==> src/hw/rtl/sssd_pkg.sv <==
// Shared types, codes and the segment table of the seven-segment scan display.
package sssd_pkg;

  localparam int unsigned CfgIndexWidth = 1;
  localparam int unsigned CfgDataWidth  = 8;

  localparam logic [CfgIndexWidth-1:0] CFG_DIGIT_ORDER = 1'b0;
  localparam logic [CfgIndexWidth-1:0] CFG_LIT_DIGITS  = 1'b1;

  localparam logic [1:0] OP_SHOW_NUMBER = 2'd0;
  localparam logic [1:0] OP_SHOW_CODES  = 2'd1;
  localparam logic [1:0] OP_SCAN_TICK   = 2'd2;

  localparam logic [7:0]  DIGIT_ORDER_RESET = 8'hE4;
  localparam logic [2:0]  LIT_DIGITS_RESET  = 3'd4;
  localparam logic [13:0] NUMBER_MAX        = 14'd9999;

  typedef struct packed {
    logic [1:0]  operation;
    logic [13:0] number;
    logic [3:0]  digit_0;
    logic [3:0]  digit_1;
    logic [3:0]  digit_2;
    logic [3:0]  digit_3;
    logic [3:0]  point_mask;
  } item_t;

  typedef struct packed {
    logic [31:0] frame;
    logic        frame_valid;
    logic [2:0]  slot;
  } result_t;

  // Segment byte for a display code; bit 7 (decimal point) is left clear.
  function automatic logic [7:0] seg_byte(input logic [3:0] code);
    logic [7:0] b;
    unique case (code)
      4'd0:    b = 8'h3F;
      4'd1:    b = 8'h06;
      4'd2:    b = 8'h5B;
      4'd3:    b = 8'h4F;
      4'd4:    b = 8'h66;
      4'd5:    b = 8'h6D;
      4'd6:    b = 8'h7D;
      4'd7:    b = 8'h07;
      4'd8:    b = 8'h7F;
      4'd9:    b = 8'h6F;
      4'd10:   b = 8'h40;
      4'd12:   b = 8'h63;
      default: b = 8'h00;
    endcase
    return b;
  endfunction

endpackage

==> src/hw/rtl/seven_segment_scan_display.sv <==
// Seven-segment scan display controller: digit loading, segment store and frame output.
module seven_segment_scan_display (
  input  logic                                  clk,
  input  logic                                  rst,
  input  logic                                  cfg_write,
  input  logic [sssd_pkg::CfgIndexWidth-1:0]    cfg_index,
  input  logic [sssd_pkg::CfgDataWidth-1:0]     cfg_data,
  input  logic                                  item_valid,
  output logic                                  item_ready,
  input  sssd_pkg::item_t                       item,
  output logic                                  result_valid,
  input  logic                                  result_ready,
  output sssd_pkg::result_t                     result
);
  // This block drives a four-digit seven-segment display through a chain of
  // four 8-bit shift registers. A show-number transaction splits 0..9999
  // (larger values saturate to 9999) into decimal digits with all points off;
  // a show-codes transaction takes four codes (0-9, 10 minus, 11 blank,
  // 12 degree, 13-15 blank) and a decimal-point mask. Each digit's segment
  // byte is stored at the position that digit_order assigns to it; where two
  // digits map to the same position the higher-numbered digit wins. A scan
  // tick advances the slot 1,2,3,4,1,... and returns the 32-bit frame, first
  // byte sent in bits 31:24, with only lit_digits bytes driven and the rest
  // zero. Every transaction, including the unused operation code, produces
  // exactly one result. The block accepts one transaction per clock cycle
  // while the result side does not stall it; each result passes through the
  // input register and then the result register, with the digit split, table
  // lookup and store update done in the single logic stage between them.
  // Back-pressure on the result side stalls the input register, which, when
  // empty, can still take a new transaction while a result waits. Configuration
  // writes take effect at once and must only happen while the block is idle.
  import sssd_pkg::*;

  // Configuration registers.
  logic [7:0] digit_order;
  logic [2:0] lit_digits;

  // Input register.
  logic  s1_valid;
  item_t s1_item;

  // Display state.
  logic [7:0] store [4];
  logic [7:0] store_next [4];
  logic [1:0] scan_slot;
  logic [1:0] scan_slot_next;

  logic    advance;
  result_t result_next;

  assign advance    = s1_valid && (!result_valid || result_ready);
  assign item_ready = !s1_valid || advance;

  always_ff @(posedge clk) begin
    if (rst) begin
      digit_order <= DIGIT_ORDER_RESET;
      lit_digits  <= LIT_DIGITS_RESET;
    end else if (cfg_write) begin
      case (cfg_index)
        CFG_DIGIT_ORDER: digit_order <= cfg_data;
        CFG_LIT_DIGITS:  lit_digits  <= cfg_data[2:0];
        default:         ;
      endcase
    end
  end

  // Decimal split of the saturated number. Each quotient is a multiply by a
  // scaled reciprocal; the scale factors are chosen so the truncation is exact
  // over 0..9999.
  logic [13:0] num_sat;
  logic [26:0] prod_10;
  logic [27:0] prod_100;
  logic [28:0] prod_1000;
  logic [9:0]  quo_10;
  logic [6:0]  quo_100;
  logic [3:0]  quo_1000;
  logic [13:0] rem_0;
  logic [9:0]  rem_1;
  logic [6:0]  rem_2;

  assign num_sat   = (s1_item.number > NUMBER_MAX) ? NUMBER_MAX : s1_item.number;
  assign prod_10   = 27'(num_sat) * 27'd6554;
  assign prod_100  = 28'(num_sat) * 28'd10486;
  assign prod_1000 = 29'(num_sat) * 29'd16778;
  assign quo_10    = prod_10[25:16];
  assign quo_100   = prod_100[26:20];
  assign quo_1000  = prod_1000[27:24];
  assign rem_0     = num_sat - 14'(quo_10) * 14'd10;
  assign rem_1     = quo_10 - 10'(quo_100) * 10'd10;
  assign rem_2     = quo_100 - 7'(quo_1000) * 7'd10;

  logic [3:0] codes [4];
  logic [3:0] points;
  logic [7:0] bytes [4];
  logic       is_load;

  always_comb begin
    if (s1_item.operation == OP_SHOW_NUMBER) begin
      codes[0] = rem_0[3:0];
      codes[1] = rem_1[3:0];
      codes[2] = rem_2[3:0];
      codes[3] = quo_1000;
      points   = 4'b0000;
    end else begin
      codes[0] = s1_item.digit_0;
      codes[1] = s1_item.digit_1;
      codes[2] = s1_item.digit_2;
      codes[3] = s1_item.digit_3;
      points   = s1_item.point_mask;
    end
    is_load = (s1_item.operation == OP_SHOW_NUMBER) ||
              (s1_item.operation == OP_SHOW_CODES);
    for (int i = 0; i < 4; i++) begin
      bytes[i] = seg_byte(codes[i]) | {points[i], 7'b0};
    end
    for (int p = 0; p < 4; p++) begin
      store_next[p] = store[p];
    end
    // Later digits overwrite earlier ones that target the same position.
    if (is_load) begin
      for (int i = 0; i < 4; i++) begin
        store_next[digit_order[2*i +: 2]] = bytes[i];
      end
    end
  end

  // Frame assembly. In slot s the bytes at (4 - s - j) mod 4 for
  // j < lit count are driven; with the stored slot index this is a compare of
  // ~(slot_index + k) against the clamped count.
  logic [2:0] lit_count;
  logic [1:0] lit_rank [4];
  logic [31:0] frame;

  always_comb begin
    scan_slot_next = (s1_item.operation == OP_SCAN_TICK) ? scan_slot + 2'd1 : scan_slot;
    lit_count      = (lit_digits > 3'd4) ? 3'd4 : lit_digits;
    frame          = '0;
    for (int k = 0; k < 4; k++) begin
      lit_rank[k] = ~(scan_slot_next + 2'(k));
      if ({1'b0, lit_rank[k]} < lit_count) begin
        frame[31 - 8*k -: 8] = store[k];
      end
    end
    result_next.frame_valid = (s1_item.operation == OP_SCAN_TICK);
    result_next.frame       = result_next.frame_valid ? frame : 32'd0;
    result_next.slot        = {1'b0, scan_slot_next} + 3'd1;
  end

  always_ff @(posedge clk) begin
    if (rst) begin
      s1_valid     <= 1'b0;
      result_valid <= 1'b0;
      scan_slot    <= 2'd3;
      for (int p = 0; p < 4; p++) begin
        store[p] <= 8'h00;
      end
    end else begin
      if (item_ready) begin
        s1_valid <= item_valid;
      end
      if (advance) begin
        result_valid <= 1'b1;
        scan_slot    <= scan_slot_next;
        for (int p = 0; p < 4; p++) begin
          store[p] <= store_next[p];
        end
      end else if (result_ready) begin
        result_valid <= 1'b0;
      end
    end
  end

  always_ff @(posedge clk) begin
    if (item_valid && item_ready) begin
      s1_item <= item;
    end
    if (advance) begin
      result <= result_next;
    end
  end

  // A load transaction never carries a frame.
  assert property (@(posedge clk) disable iff (rst)
    result_valid && !result.frame_valid |-> result.frame == 32'd0)
    else $error("frame bits set on a load result");

  // The reported slot is always one of the four scan slots.
  assert property (@(posedge clk) disable iff (rst)
    result_valid |-> (result.slot != 3'd0) && (result.slot <= 3'd4))
    else $error("result slot out of range");

  // A retired scan tick moves the slot on by one.
  assert property (@(posedge clk) disable iff (rst)
    advance && (s1_item.operation == OP_SCAN_TICK) |=> scan_slot == $past(scan_slot) + 2'd1)
    else $error("scan slot did not advance on a tick");

  // The input side only stalls while an item waits on a blocked result.
  assert property (@(posedge clk) disable iff (rst)
    !item_ready |-> s1_valid && result_valid && !result_ready)
    else $error("input stalled without a blocked result");

  // The scan slot only changes when a transaction retires.
  assert property (@(posedge clk) disable iff (rst)
    !advance |=> $stable(scan_slot))
    else $error("scan slot changed without a transaction");

endmodule

==> config.mk <==
export PLATFORM = sky130hd
export DESIGN_NAME = seven_segment_scan_display
export DESIGN_NICKNAME = d
export VERILOG_FILES = /design/src/hw/rtl/sssd_pkg.sv /design/src/hw/rtl/seven_segment_scan_display.sv
export SDC_FILE = /design/constraint.sdc
export NUM_CORES = 1
export LEC_CHECK = 0
export BUFFER_PORTS_ARGS = -buffer_cell sky130_fd_sc_hd__clkbuf_2
export CORE_AREA = 2 2 229 118
export DETAILED_ROUTE_END_ITERATION = 12
export DIE_AREA = 0 0 231 120
export GPL_TIMING_DRIVEN = 0
export HOLD_SLACK_MARGIN = 0.1
export MAX_ROUTING_LAYER = met4
export PLACE_DENSITY = 0.83
export SLEW_MARGIN = 40
export SYNTH_ARGS = -nofsm -noshare
export SYNTH_HDL_FRONTEND = slang
export SYNTH_SLANG_ARGS = --single-unit
==> constraint.sdc <==
create_clock -name clk -period 26.5 [get_ports clk]
set_input_delay 1.325 -clock clk [delete_from_list [all_inputs] [get_ports clk]]
set_output_delay 1.325 -clock clk [all_outputs]
set_load 0.02 [all_outputs]
; Word level (Yosys, flattened, before mapping)
; Memory sizes are Yosys's and may differ from the RTL's.
; Index checks and enable logic that the tools add are counted.
[word_totals]
output_inout_bits = 38
reg_bits = 87
in_bits = 50
ram_bits = 32
memories = 5
rom_bits = 448
[mem_list]
columns = memory, words, word_bits, rd, rd_ports_with_merged_regs, wr, line_no
row1 = (name not given), 16, 7, 1, 0, 0, sssd_pkg.sv:37  ; unique case (code)
row2 = (name not given), 16, 7, 1, 0, 0, sssd_pkg.sv:37
row3 = (name not given), 16, 7, 1, 0, 0, sssd_pkg.sv:37
row4 = (name not given), 16, 7, 1, 0, 0, sssd_pkg.sv:37
row5 = store, 4, 8, 4, 0, 4, seven_segment_scan_display.sv:43  ; logic [7:0] store [4];
[op_classes]
bitwise = 17
order_cmp = 14
multipliers = 6
mux = 29
n_reduce_logical = 19
eq_ne = 2
n_addsub = 8
[op_table]
columns = operator, count
row1 = bitwise mux 32 bit, 4
row2 = demux 8 bit (select 2 bit), 4
row3 = two-way mux 8 bit, 8
row4 = two-way mux 32 bit, 1
row5 = OR 8 bit, 4
row6 = "multiplier 14 x 14 -> 27 bit, second input constant", 1
row7 = "multiplier 14 x 13 -> 26 bit, second input constant", 1
row8 = "multiplier 14 x 12 -> 25 bit, second input constant", 1
row9 = two-way mux 16 bit, 1
row10 = "> comparator 14 bit, second input constant", 1
row11 = two-way mux 14 bit, 1
row12 = ">= comparator 3 bit, second input constant", 4
row13 = less-than comparator 2 x 3 -> 1 bit, 4
row14 = "less-than comparator 3 x 1 -> 1 bit, second input constant", 4
row15 = inverter 2 -> 3 bit, 4
row16 = AND reduction 2 bit, 6
row17 = subtractor 4 bit, 3
row18 = "multiplier 10 x 3 -> 3 bit, second input constant", 1
row19 = inverter 2 bit, 4
row20 = "multiplier 7 x 3 -> 3 bit, second input constant", 1
row21 = two-way mux 1 bit, 7
row22 = logical AND 1 bit, 6
row23 = "adder 2 x 1 -> 2 bit, second input constant", 2
row24 = "adder 2 bit, second input constant", 2
row25 = other kinds (14), 20

; Logic depth before layout (Yosys ltp)
; Gate-level depths: netlist of run 1.
; An unclocked memory read counts as a cell.
[logic_depth]
depth_word = 14
mapped_depth = 35
depth_no_buf = 34

; Least setup slack after synthesis of run 1
; No wires, ideal clock.
[synth_timing]
path_type = register -> register
start = reg s1_item[25] (netlist name)
end = mem store[0][0] (data pin)
period_less_slack_ps = 8754
arrival_time_ps = 8578
required_time_ps = 26324
setup_time_ps = 176
stages_incl_launch_ff = 35
setup_slack_ps = 17746
cell_sequence = edfxtp_1 nor4_4 nor2_1 o31a_1 clkbuf_1 nor2_1 inv_1 ha_1 inv_1 fa_1 inv_1 fa_1 inv_1 fa_1 fa_1 inv_1 ha_1 a21oi_1 o21ai_0 a2111oi_2 o21ai_0 xnor2_1 ha_1 fa_1 xnor2_1 xnor2_1 xnor2_1 inv_1 o211ai_1 nand2_1 xnor3_2 o21ai_2 mux2_2 o211a_1 o32ai_1
[synth_rtl]
columns = item, line_no
row1 = "start, declared", seven_segment_scan_display.sv:40  ; item_t s1_item;
row2 = "start signal, assigned", seven_segment_scan_display.sv:175  ; s1_item <= item;
row3 = "end, declared", seven_segment_scan_display.sv:43

==> results of run 1 <==
-- worst max-delay path: cells and delay by family, from the launching register on --
kind,cells,cell delay (ps)
DFF,1,560
and+or+nand+nor,4,1250
buffers and inverters,7,1170
xor gates and xnor gates,5,1350
muxes,1,410
adders and majority gates,8,3550
AOI/OAI and AO/OA,9,2910
-- cells by family (layout without fill, tap and decap cells) --
family,after synthesis,in the layout
multiplexers,37,37
buffers and inverters,356,477
adder cells (fa/ha/maj),337,337
flip-flops,119,119
XOR/XNOR,63,63
AND/OR/NAND/NOR,394,394
AO/OA/AOI/OAI,324,324
-- final timing paths --
path | start | end | slack, ps
setup / recovery | s1_item[25] | store[0][0] | 14920
hold reg to reg | lit_digits[1] | lit_digits[1] | 460
hold / removal | lit_digits[1] | lit_digits[1] | 460
setup reg to reg | s1_item[25] | store[0][0] | 14920
-- layer usage --
layer / vias up / wire (um)
li1: 5766 / -
met1: 6355 / 26200
met2: 856 / 17100
met3: 54 / 10900
met4: 0 / 454
met5: - / 0
-- area by class of cell --
class                      count  area (sq um)
multi-input combinational   1155         10300
fill                        2164          9300
sequential                   119          3420
inverter                     304          1140
clock buffer                  21           514
timing repair buffer          89           488
tap                          352           440
buffer                        52           204
clock inverter                11          81.3
-- through the flow --
stage / cell area [sq um] / setup slack (ps) / hold WS, ps / instances
global route: 16600 / 14520 / 476 / 2103
CTS: 16500 / 15330 / 460 / 2103
detailed placement: 15900 / 15400 / 452 / 2071
finish: 16600 / 14920 / 464 / 2103
floorplan: 15000 / 17750 / 437 / 1630
global placement: 15800 / 15070 / 447 / 2068
-- cells in the mapped netlist, types with 4 or more instances --
library cell,n,area share (%)
nand4_1,12,0.50
nand2_1,100,2.5
inv_1,303,7.6
ha_1,223,19
nor3_1,14,0.47
and3_1,15,0.63
o22ai_1,7,0.29
o211a_1,4,0.27
nand2b_1,19,0.79
o211ai_1,18,0.90
o21a_1,15,0.75
fa_1,113,15
o21bai_1,7,0.35
buf_1,8,0.20
and2_1,38,1.6
clkbuf_1,39,0.98
or2_2,13,0.54
xor2_1,10,0.58
and4_1,5,0.29
or3_1,7,0.29
o2111ai_1,6,0.35
buf_2,4,0.13
xnor2_1,48,2.8
a32oi_1,9,0.53
a211oi_1,18,0.90
a311oi_1,5,0.29
a211o_1,9,0.53
o32ai_1,4,0.23
edfxtp_1,104,21
o21ai_0,59,2.0
a32o_1,4,0.27
nor2_1,112,2.8
nor2b_1,25,1.0
a21o_1,15,0.75
mux2_2,11,0.83
dfxtp_1,15,2.0
o31ai_1,5,0.25
a21oi_1,83,2.8
nand3_1,24,0.80
a31oi_1,15,0.63
mux2i_1,26,1.7
-- flip-flops by register name (all words and copies together), names as in the netlist --
| signal | cells |
|---|---|
| result | 36 |
| s1_item | 36 |
| store | 32 |
| digit_order | 8 |
| lit_digits | 3 |
| scan_slot | 2 |
| result_valid | 1 |
| s1_valid | 1 |
-- power by group --
| group | switching [W] | internal (W) | leakage (nW) |
|---|---|---|---|
| Combinational | 0.00122 | 0.000800 | 6.47 |
| Clock | 0.0000972 | 0.000140 | 0.299 |
| Sequential | 0.0000108 | 0.000222 | 1.16 |
| Total | 0.00133 | 0.00116 | 7.93 |
==> results.yml, run 1 <==
yosys:
  synthAdderAreaFrac_pct: 33.8
  synth-seq-cells: 119
  synthesis.nets: 2016
  synth_edf_count: 104
  synth-simple-area-share_pct: 13.0
  yosys_warnings: 0
  syn_area_per_cell_sq_um: 9.19
  synth_area_sq_um: 15000
  synthMuxAreaShare_pct: 2.57
  synth_top_family_by_area: "adder cells"
  syn_inst: 1630
  ys.flop_type: "edfxtp_1"
  ys_types: 79
  synth_compound_area_share_pct: 14.6
  synth_xor_area_share_pct: 4.23
  async_reset_ff_share_pct: 0
  yosysSeqAreaShare_pct: 22.9
floorplan:
  coreArea_sq_um: 25900
  start_util_pct: 57.9
  pin_count: 88
  die_w_um: 231
  rows: 42
  fp.dieH_um: 120
  die_area_sq_um: 27700
final_layout:
  layout_commonest_cell: "inv_1"
  fin_nets: 2124
  area_growth_pct: 10.5
  mostFrequentLayoutCells: "302 x inv_1, 223 x ha_1, 113 x fa_1"
  diodes: 0
  drive_gt1_share_pct: 10.3
  final_core_util_pct: 64.0
drt:
  viasPerCell: 6.20
  wl_per_cell_um: 26.0
  drtPass1Iterations: 6
  antenna_left: 0
  drt-initial-drc-count: 1905
  drc: 0
  vias: 13031
  drt-total-wl_um: 54600
clocking:
  cts_hold_buf: 0
  cts.path.max_buffers: 2
  cts_tree: "yes"
  post-cts-setup-buffer-count: 0
  numCtsBuffers: 17
  cts.clk_slew.worst_paths_ps: 60
  root_buffer: "clkbuf_16"
  clkLatencyLatePin_ps: 450
  htree_levels: 4
  cts_resized: 0
  cts.sink_count: 119
sta:
  rsz0062_at_grt: "false"
  fin_setup_tns_ps: 0
  drv_slew: 0
  setup_viol: 0
  fin_crit_ps: 11580
  max_freq_mhz: 86.3
  hold_viol: 0
  fin_worst_skew_ps: 19.8
  fin_crit_sh_pct: 43.7
  tightest_slew_ps: 1000
  slew_headroom_pct: 32.8
critical_path:
  worst-path-max-fanout: 10
  cpMostUsedCell: "inv_1"
  path_class: "reg2reg"
  cp-start-kind: "register"
  cp-end-kind: "register"
  cp.arrival_ps: 11690
  slowest_delay_ps: 820
  crit_slowest_cell: "o32ai_1"
  critical_path_required_ps: 26600
  rr_worst_depth: 34
placement:
  post-dp-hpwl_um: 46200
  gp_congestion: 1.10
  port_buffers: 86
global_routing:
  antenna_found_initial: 0
  grt_overflow: 0
  grt_max_degree: 39
  met3_usage_pct: 26.7
  use_met2_pct: 44.3
  globalRouteTotalUtil_pct: 41.8
  grt_pass1_vias: 12386
  grt_first_pass_wirelength_um: 79800
  use_met1_pct: 63.3
  grt.busiest_layer: "met1"
pwr:
  p_leak_nw: 7.93
  ir_drop_mv: 0.170
  design_power_total_w: 0.00249
  powerDensity_nw_per_um2: 150
worst_hold_path:
  hold_path_class: "reg2reg"
  min_path_cells: 2
job:
  cap_violations: 0
outcome:
  status: "finished clean"
(Power assumes the default switching activity.)
==> run 2: changes to the inputs <==
- CORE_AREA: 2 2 229 118 -> 2 2 231 119
- DIE_AREA: 0 0 231 120 -> 0 0 233 121
- PLACE_DENSITY: 0.83 -> 0.85
- clock period: 26.5 -> 10.1 ns (I/O delays scaled with it)
==> results.yml, run 2 (same netlist as run 1, synthesis figures left out) <==
clocking:
  htree_levels: 4
  clkLatencyLatePin_ps: 430
  cts.sink_count: 119
  cts.path.max_buffers: 2
  cts_hold_buf: 0
  cts_tree: "yes"
  root_buffer: "clkbuf_16"
  cts.clk_slew.worst_paths_ps: 60
  numCtsBuffers: 17
job:
  cap_violations: 0
floorplan:
  rows: 42
  fp.dieH_um: 121
  coreArea_sq_um: 26100
  pin_count: 88
  die_w_um: 233
  start_util_pct: 57.3
  die_area_sq_um: 28200
global_routing:
  globalRouteTotalUtil_pct: 30.9
  grt_pass1_vias: 12594
  grt_overflow: 0
  antenna_found_initial: 0
  grt_max_degree: 39
  grt_first_pass_wirelength_um: 65200
critical_path:
  crit_buf_inv: 4
  cp-end-kind: "register"
  crit_slowest_cell: "ha_1"
  slowest_delay_ps: 530
  r2r_start: "s1_item[26]"
  critical_path_required_ps: 10280
  cp.arrival_ps: 9980
  cp-start-kind: "register"
  path_class: "reg2reg"
  worstReg2RegEnd: "store[3][2]"
  cp_top_family: "adder cells"
  rr_worst_depth: 33
  worst-path-max-fanout: 8
  reg2reg_slack_ps: 300
  cpMostUsedCell: "ha_1"
  crit_start: "s1_item[26]"
drt:
  drc: 2
  drt-total-wl_um: 41400
  vias: 12577
  drtPass1Iterations: 11
  drt-met1-wl_um: 16400
  met2_length_um: 19800
  antenna_left: 0
  dr_wl_met3_um: 3260
  wl_per_cell_um: 19.6
  viasPerCell: 5.96
  drt-initial-drc-count: 1227
  highest_layer: "met4"
placement:
  post-dp-hpwl_um: 33000
  port_buffers: 86
  gp_congestion: 0.989
sta:
  max_freq_mhz: 102
  setup_viol: 0
  tightest_slew_ps: 886
  fin_crit_ps: 9800
  holdWs_ps: 251
  fin_worst_skew_ps: 9.67
  slew_headroom_pct: 40.3
  rsz0062_at_grt: "false"
  hold_viol: 0
  fin_crit_sh_pct: 97.0
  drv_slew: 0
worst_hold_path:
  min_path_cells: 1
  min_from: "item[19]"
  hold_path_class: "in2reg"
  hold_end: "s1_item[19]"
final_layout:
  mostFrequentLayoutCells: "299 x inv_1, 223 x ha_1, 113 x fa_1"
  layout_commonest_cell: "inv_1"
  reg_top3: "result x36, s1_item x36, store x32"
  diodes: 0
  area_growth_pct: 11.1
  fin_nets: 2130
  drive_gt1_share_pct: 10.8
outcome:
  status: "finished with violations"
  failed_checks: "DRC"
run 2: cell types whose count changed in the layout (fill, tap and decap cells not counted), moves of 4 or more:
| cell | change |
|---|---|
| clkinvlp_4 | +4 |
| nor2_2 | -5 |
| bufinv_16 | +4 |
| buf_4 | +8 |
run 2: metrics by stage:
stage	instance area [sq um]	util, %	setup TNS (ps)	instances	setup slack [ps]
6_report	16600	63.7	0	2109	299
5_1_grt	16600	63.7	0	2109	10.5
4_1_cts	16600	63.5	0	2106	74.0
3_5_place_dp	15900	61.0	-3380	2070	-274
3_3_place_gp	15800	60.7	-16860	2068	-776
2_1_floorplan	15000	-	0	1630	1350
run 2: area by class of cell:
| class | count | area (sq um) |
|---|---|---|
| multi-input combinational | 1155 | 10300 |
| tap | 352 | 440 |
| timing repair buffer | 96 | 533 |
| sequential | 119 | 3420 |
| clock inverter | 12 | 175 |
| clock buffer | 20 | 437 |
| inverter | 304 | 1150 |
| buffer | 51 | 203 |
| fill | 2079 | 9480 |
run 2: repair_timing:
action                     4_1_cts  5_1_grt
cloned                           0        0
hold endpoints to repair         0        0
pin swaps                        1        2
gates resized for setup          4       13
setup endpoints to repair       25       28
setup buffers                    4        4
run 2: how the worst max path moves through the flow:
| stage | end | slack (ps) | cells past startpoint |
|---|---|---|---|
| floorplan | store[2][0] | 1350 | 34 |
| global placement | store[3][2] | -780 | 32 |
| detailed placement | store[3][2] | -270 | 34 |
| CTS | store[3][2] | 70 | 33 |
| global route | store[1][0] | 10 | 35 |
| finish | store[3][2] | 300 | 33 |
run 2: routing by layer:
metal	vias to the layer above	global-route usage, %
li1	5774	-
met2	598	51.6
met4	0	13.4
met3	152	5.73
met5	-	-
met1	6053	36.9
Power of run 2 is not shown: default switching activity piles up to over one toggle a cycle in this logic, so the estimate is an artifact.
==> run 3: changes to the inputs <==
- CORE_AREA: 2 2 231 119 -> 2 2 229 118
- DIE_AREA: 0 0 233 121 -> 0 0 231 120
- PLACE_DENSITY: 0.85 -> 0.83
- clock period: 10.1 -> 11.92 ns (I/O delays scaled with it)
==> results.yml, run 3 (same netlist as run 1, synthesis figures left out) <==
outcome:
  status: "finished clean"
job:
  cap_violations: 0
floorplan:
  fp.dieH_um: 120
  pin_count: 88
  rows: 42
  die_w_um: 231
  coreArea_sq_um: 25900
  start_util_pct: 57.9
  die_area_sq_um: 27700
placement:
  post-dp-hpwl_um: 46200
  port_buffers: 86
  dpl.cell_count: 2071
  gp_congestion: 1.10
sta:
  tightest_slew_ps: 910
  slew_headroom_pct: 39.3
  rsz0062_at_grt: "false"
  hold_viol: 0
  fin_crit_ps: 11250
  fin_crit_sh_pct: 94.4
  max_freq_mhz: 88.9
  setup_viol: 0
  fin_setup_tns_ps: 0
  drv_slew: 0
  fin_worst_skew_ps: 16.2
critical_path:
  critical_path_required_ps: 12090
  crit_slowest_cell: "nor2_1"
  cp-start-kind: "register"
  crit_buf_inv: 6
  path_class: "reg2reg"
  cp_top_family: "adder cells"
  cp.arrival_ps: 11420
  slowest_delay_ps: 630
  worst-path-max-fanout: 10
  cpMostUsedCell: "ha_1"
  cp-end-kind: "register"
final_layout:
  multi_input_area_sq_um: 10300
  fill_cells: 2166
  fin_nets: 2124
  area_growth_pct: 10.6
  reg_top3: "result x36, s1_item x36, store x32"
  layout_commonest_cell: "inv_1"
  drive_gt1_share_pct: 10.4
  final_cell_count_no_fill: 2104
  mostFrequentLayoutCells: "302 x inv_1, 223 x ha_1, 113 x fa_1"
  ff_latch_area_sq_um: 3420
global_routing:
  antenna_found_initial: 0
  grt_overflow: 0
  grt_pass1_vias: 12386
  globalRouteTotalUtil_pct: 41.8
  grt_first_pass_wirelength_um: 79800
  grt_max_degree: 39
drt:
  drc: 0
  drtPass1Iterations: 8
  drt-total-wl_um: 54800
  viasPerCell: 6.23
  vias: 13101
  antenna_left: 0
  wl_per_cell_um: 26.0
  drt-initial-drc-count: 1902
clocking:
  cts.sink_count: 119
  cts.path.max_buffers: 2
  clkLatencyLatePin_ps: 460
  htree_levels: 4
  cts_tree: "yes"
  post-cts-setup-buffer-count: 0
  cts.clk_slew.worst_paths_ps: 70
  root_buffer: "clkbuf_16"
  numCtsBuffers: 17
pwr:
  powerDensity_nw_per_um2: 335
  p_leak_nw: 7.93
  ir_drop_mv: 0.378
  design_power_total_w: 0.00554
worst_hold_path:
  hold_path_class: "in2reg"
run 3: final timing paths:
| check | from | end | slack (ps) | depth (start not counted) |
|---|---|---|---|---|
| setup / recovery | s1_item[25] | store[0][0] | 670 | 34 |
| hold / removal | item[26] | s1_item[26] | 310 | 1 |
| setup reg to reg | s1_item[25] | store[0][0] | 670 | 34 |
| hold reg to reg | lit_digits[1] | lit_digits[1] | 460 | 2 |
run 3: area by class of cell:
| class | instances | area share, % |
|---|---|---|
| diodes | 1 | 0.0151 |
| plain buffers | 52 | 1.23 |
| clock buffers | 21 | 3.11 |
| clock inverters | 11 | 0.491 |
| inverters | 304 | 6.90 |
| multi-input cells | 1155 | 62.0 |
| flip-flops and latches | 119 | 20.7 |
| well taps | 352 | 2.66 |
| repair buffers | 89 | 2.95 |
run 3: layer usage:
metal | global-route usage [%] | vias up | share of wire, %
met5 | - | - | 0
met4 | 5.60 | 0 | 0.98
met3 | 26.7 | 64 | 20
met2 | 44.3 | 888 | 31
met1 | 63.3 | 6382 | 48
li1 | - | 5767 | -
run 3: through the flow:
| step | worst slack [ps] | utilization (%) | cell area [sq um] | hold WS, ps |
|---|---|---|---|---|
| after global placement | 489 | 61.3 | 15800 | 447 |
| after global routing | 246 | 64.0 | 16600 | 312 |
| final | 672 | 64.1 | 16600 | 312 |
| after detailed placement | 822 | 61.6 | 15900 | 452 |
| after floorplan | 3170 | - | 15000 | 437 |
| after CTS | 755 | 63.9 | 16500 | 310 |
run 3: repair_timing:
action                     in CTS  in global routing
hold buffers                    0                  0
setup endpoints to repair       0                  1
gates resized for setup         0                  1
run 3: where the power goes:
| group | switching (W) | internal [W] | total [W] |
|---|---|---|---|
| combinational | 0.00272 | 0.00178 | 0.00450 |
| clock | 0.000217 | 0.000310 | 0.000527 |
| sequential | 0.0000242 | 0.000493 | 0.000517 |
run 3: worst reg2reg max path: cells and delay by family, from the launching register on:
| kind | cells | cell delay (ps) |
|---|---|---|
| AO/OA/AOI/OAI | 6 | 1580 |
| XOR/XNOR | 4 | 1070 |
| adder cells (fa/ha/maj) | 9 | 3110 |
| buffers and inverters | 6 | 1250 |
| flip-flops | 1 | 560 |
| multiplexers | 2 | 820 |
| AND/OR/NAND/NOR | 7 | 2570 |
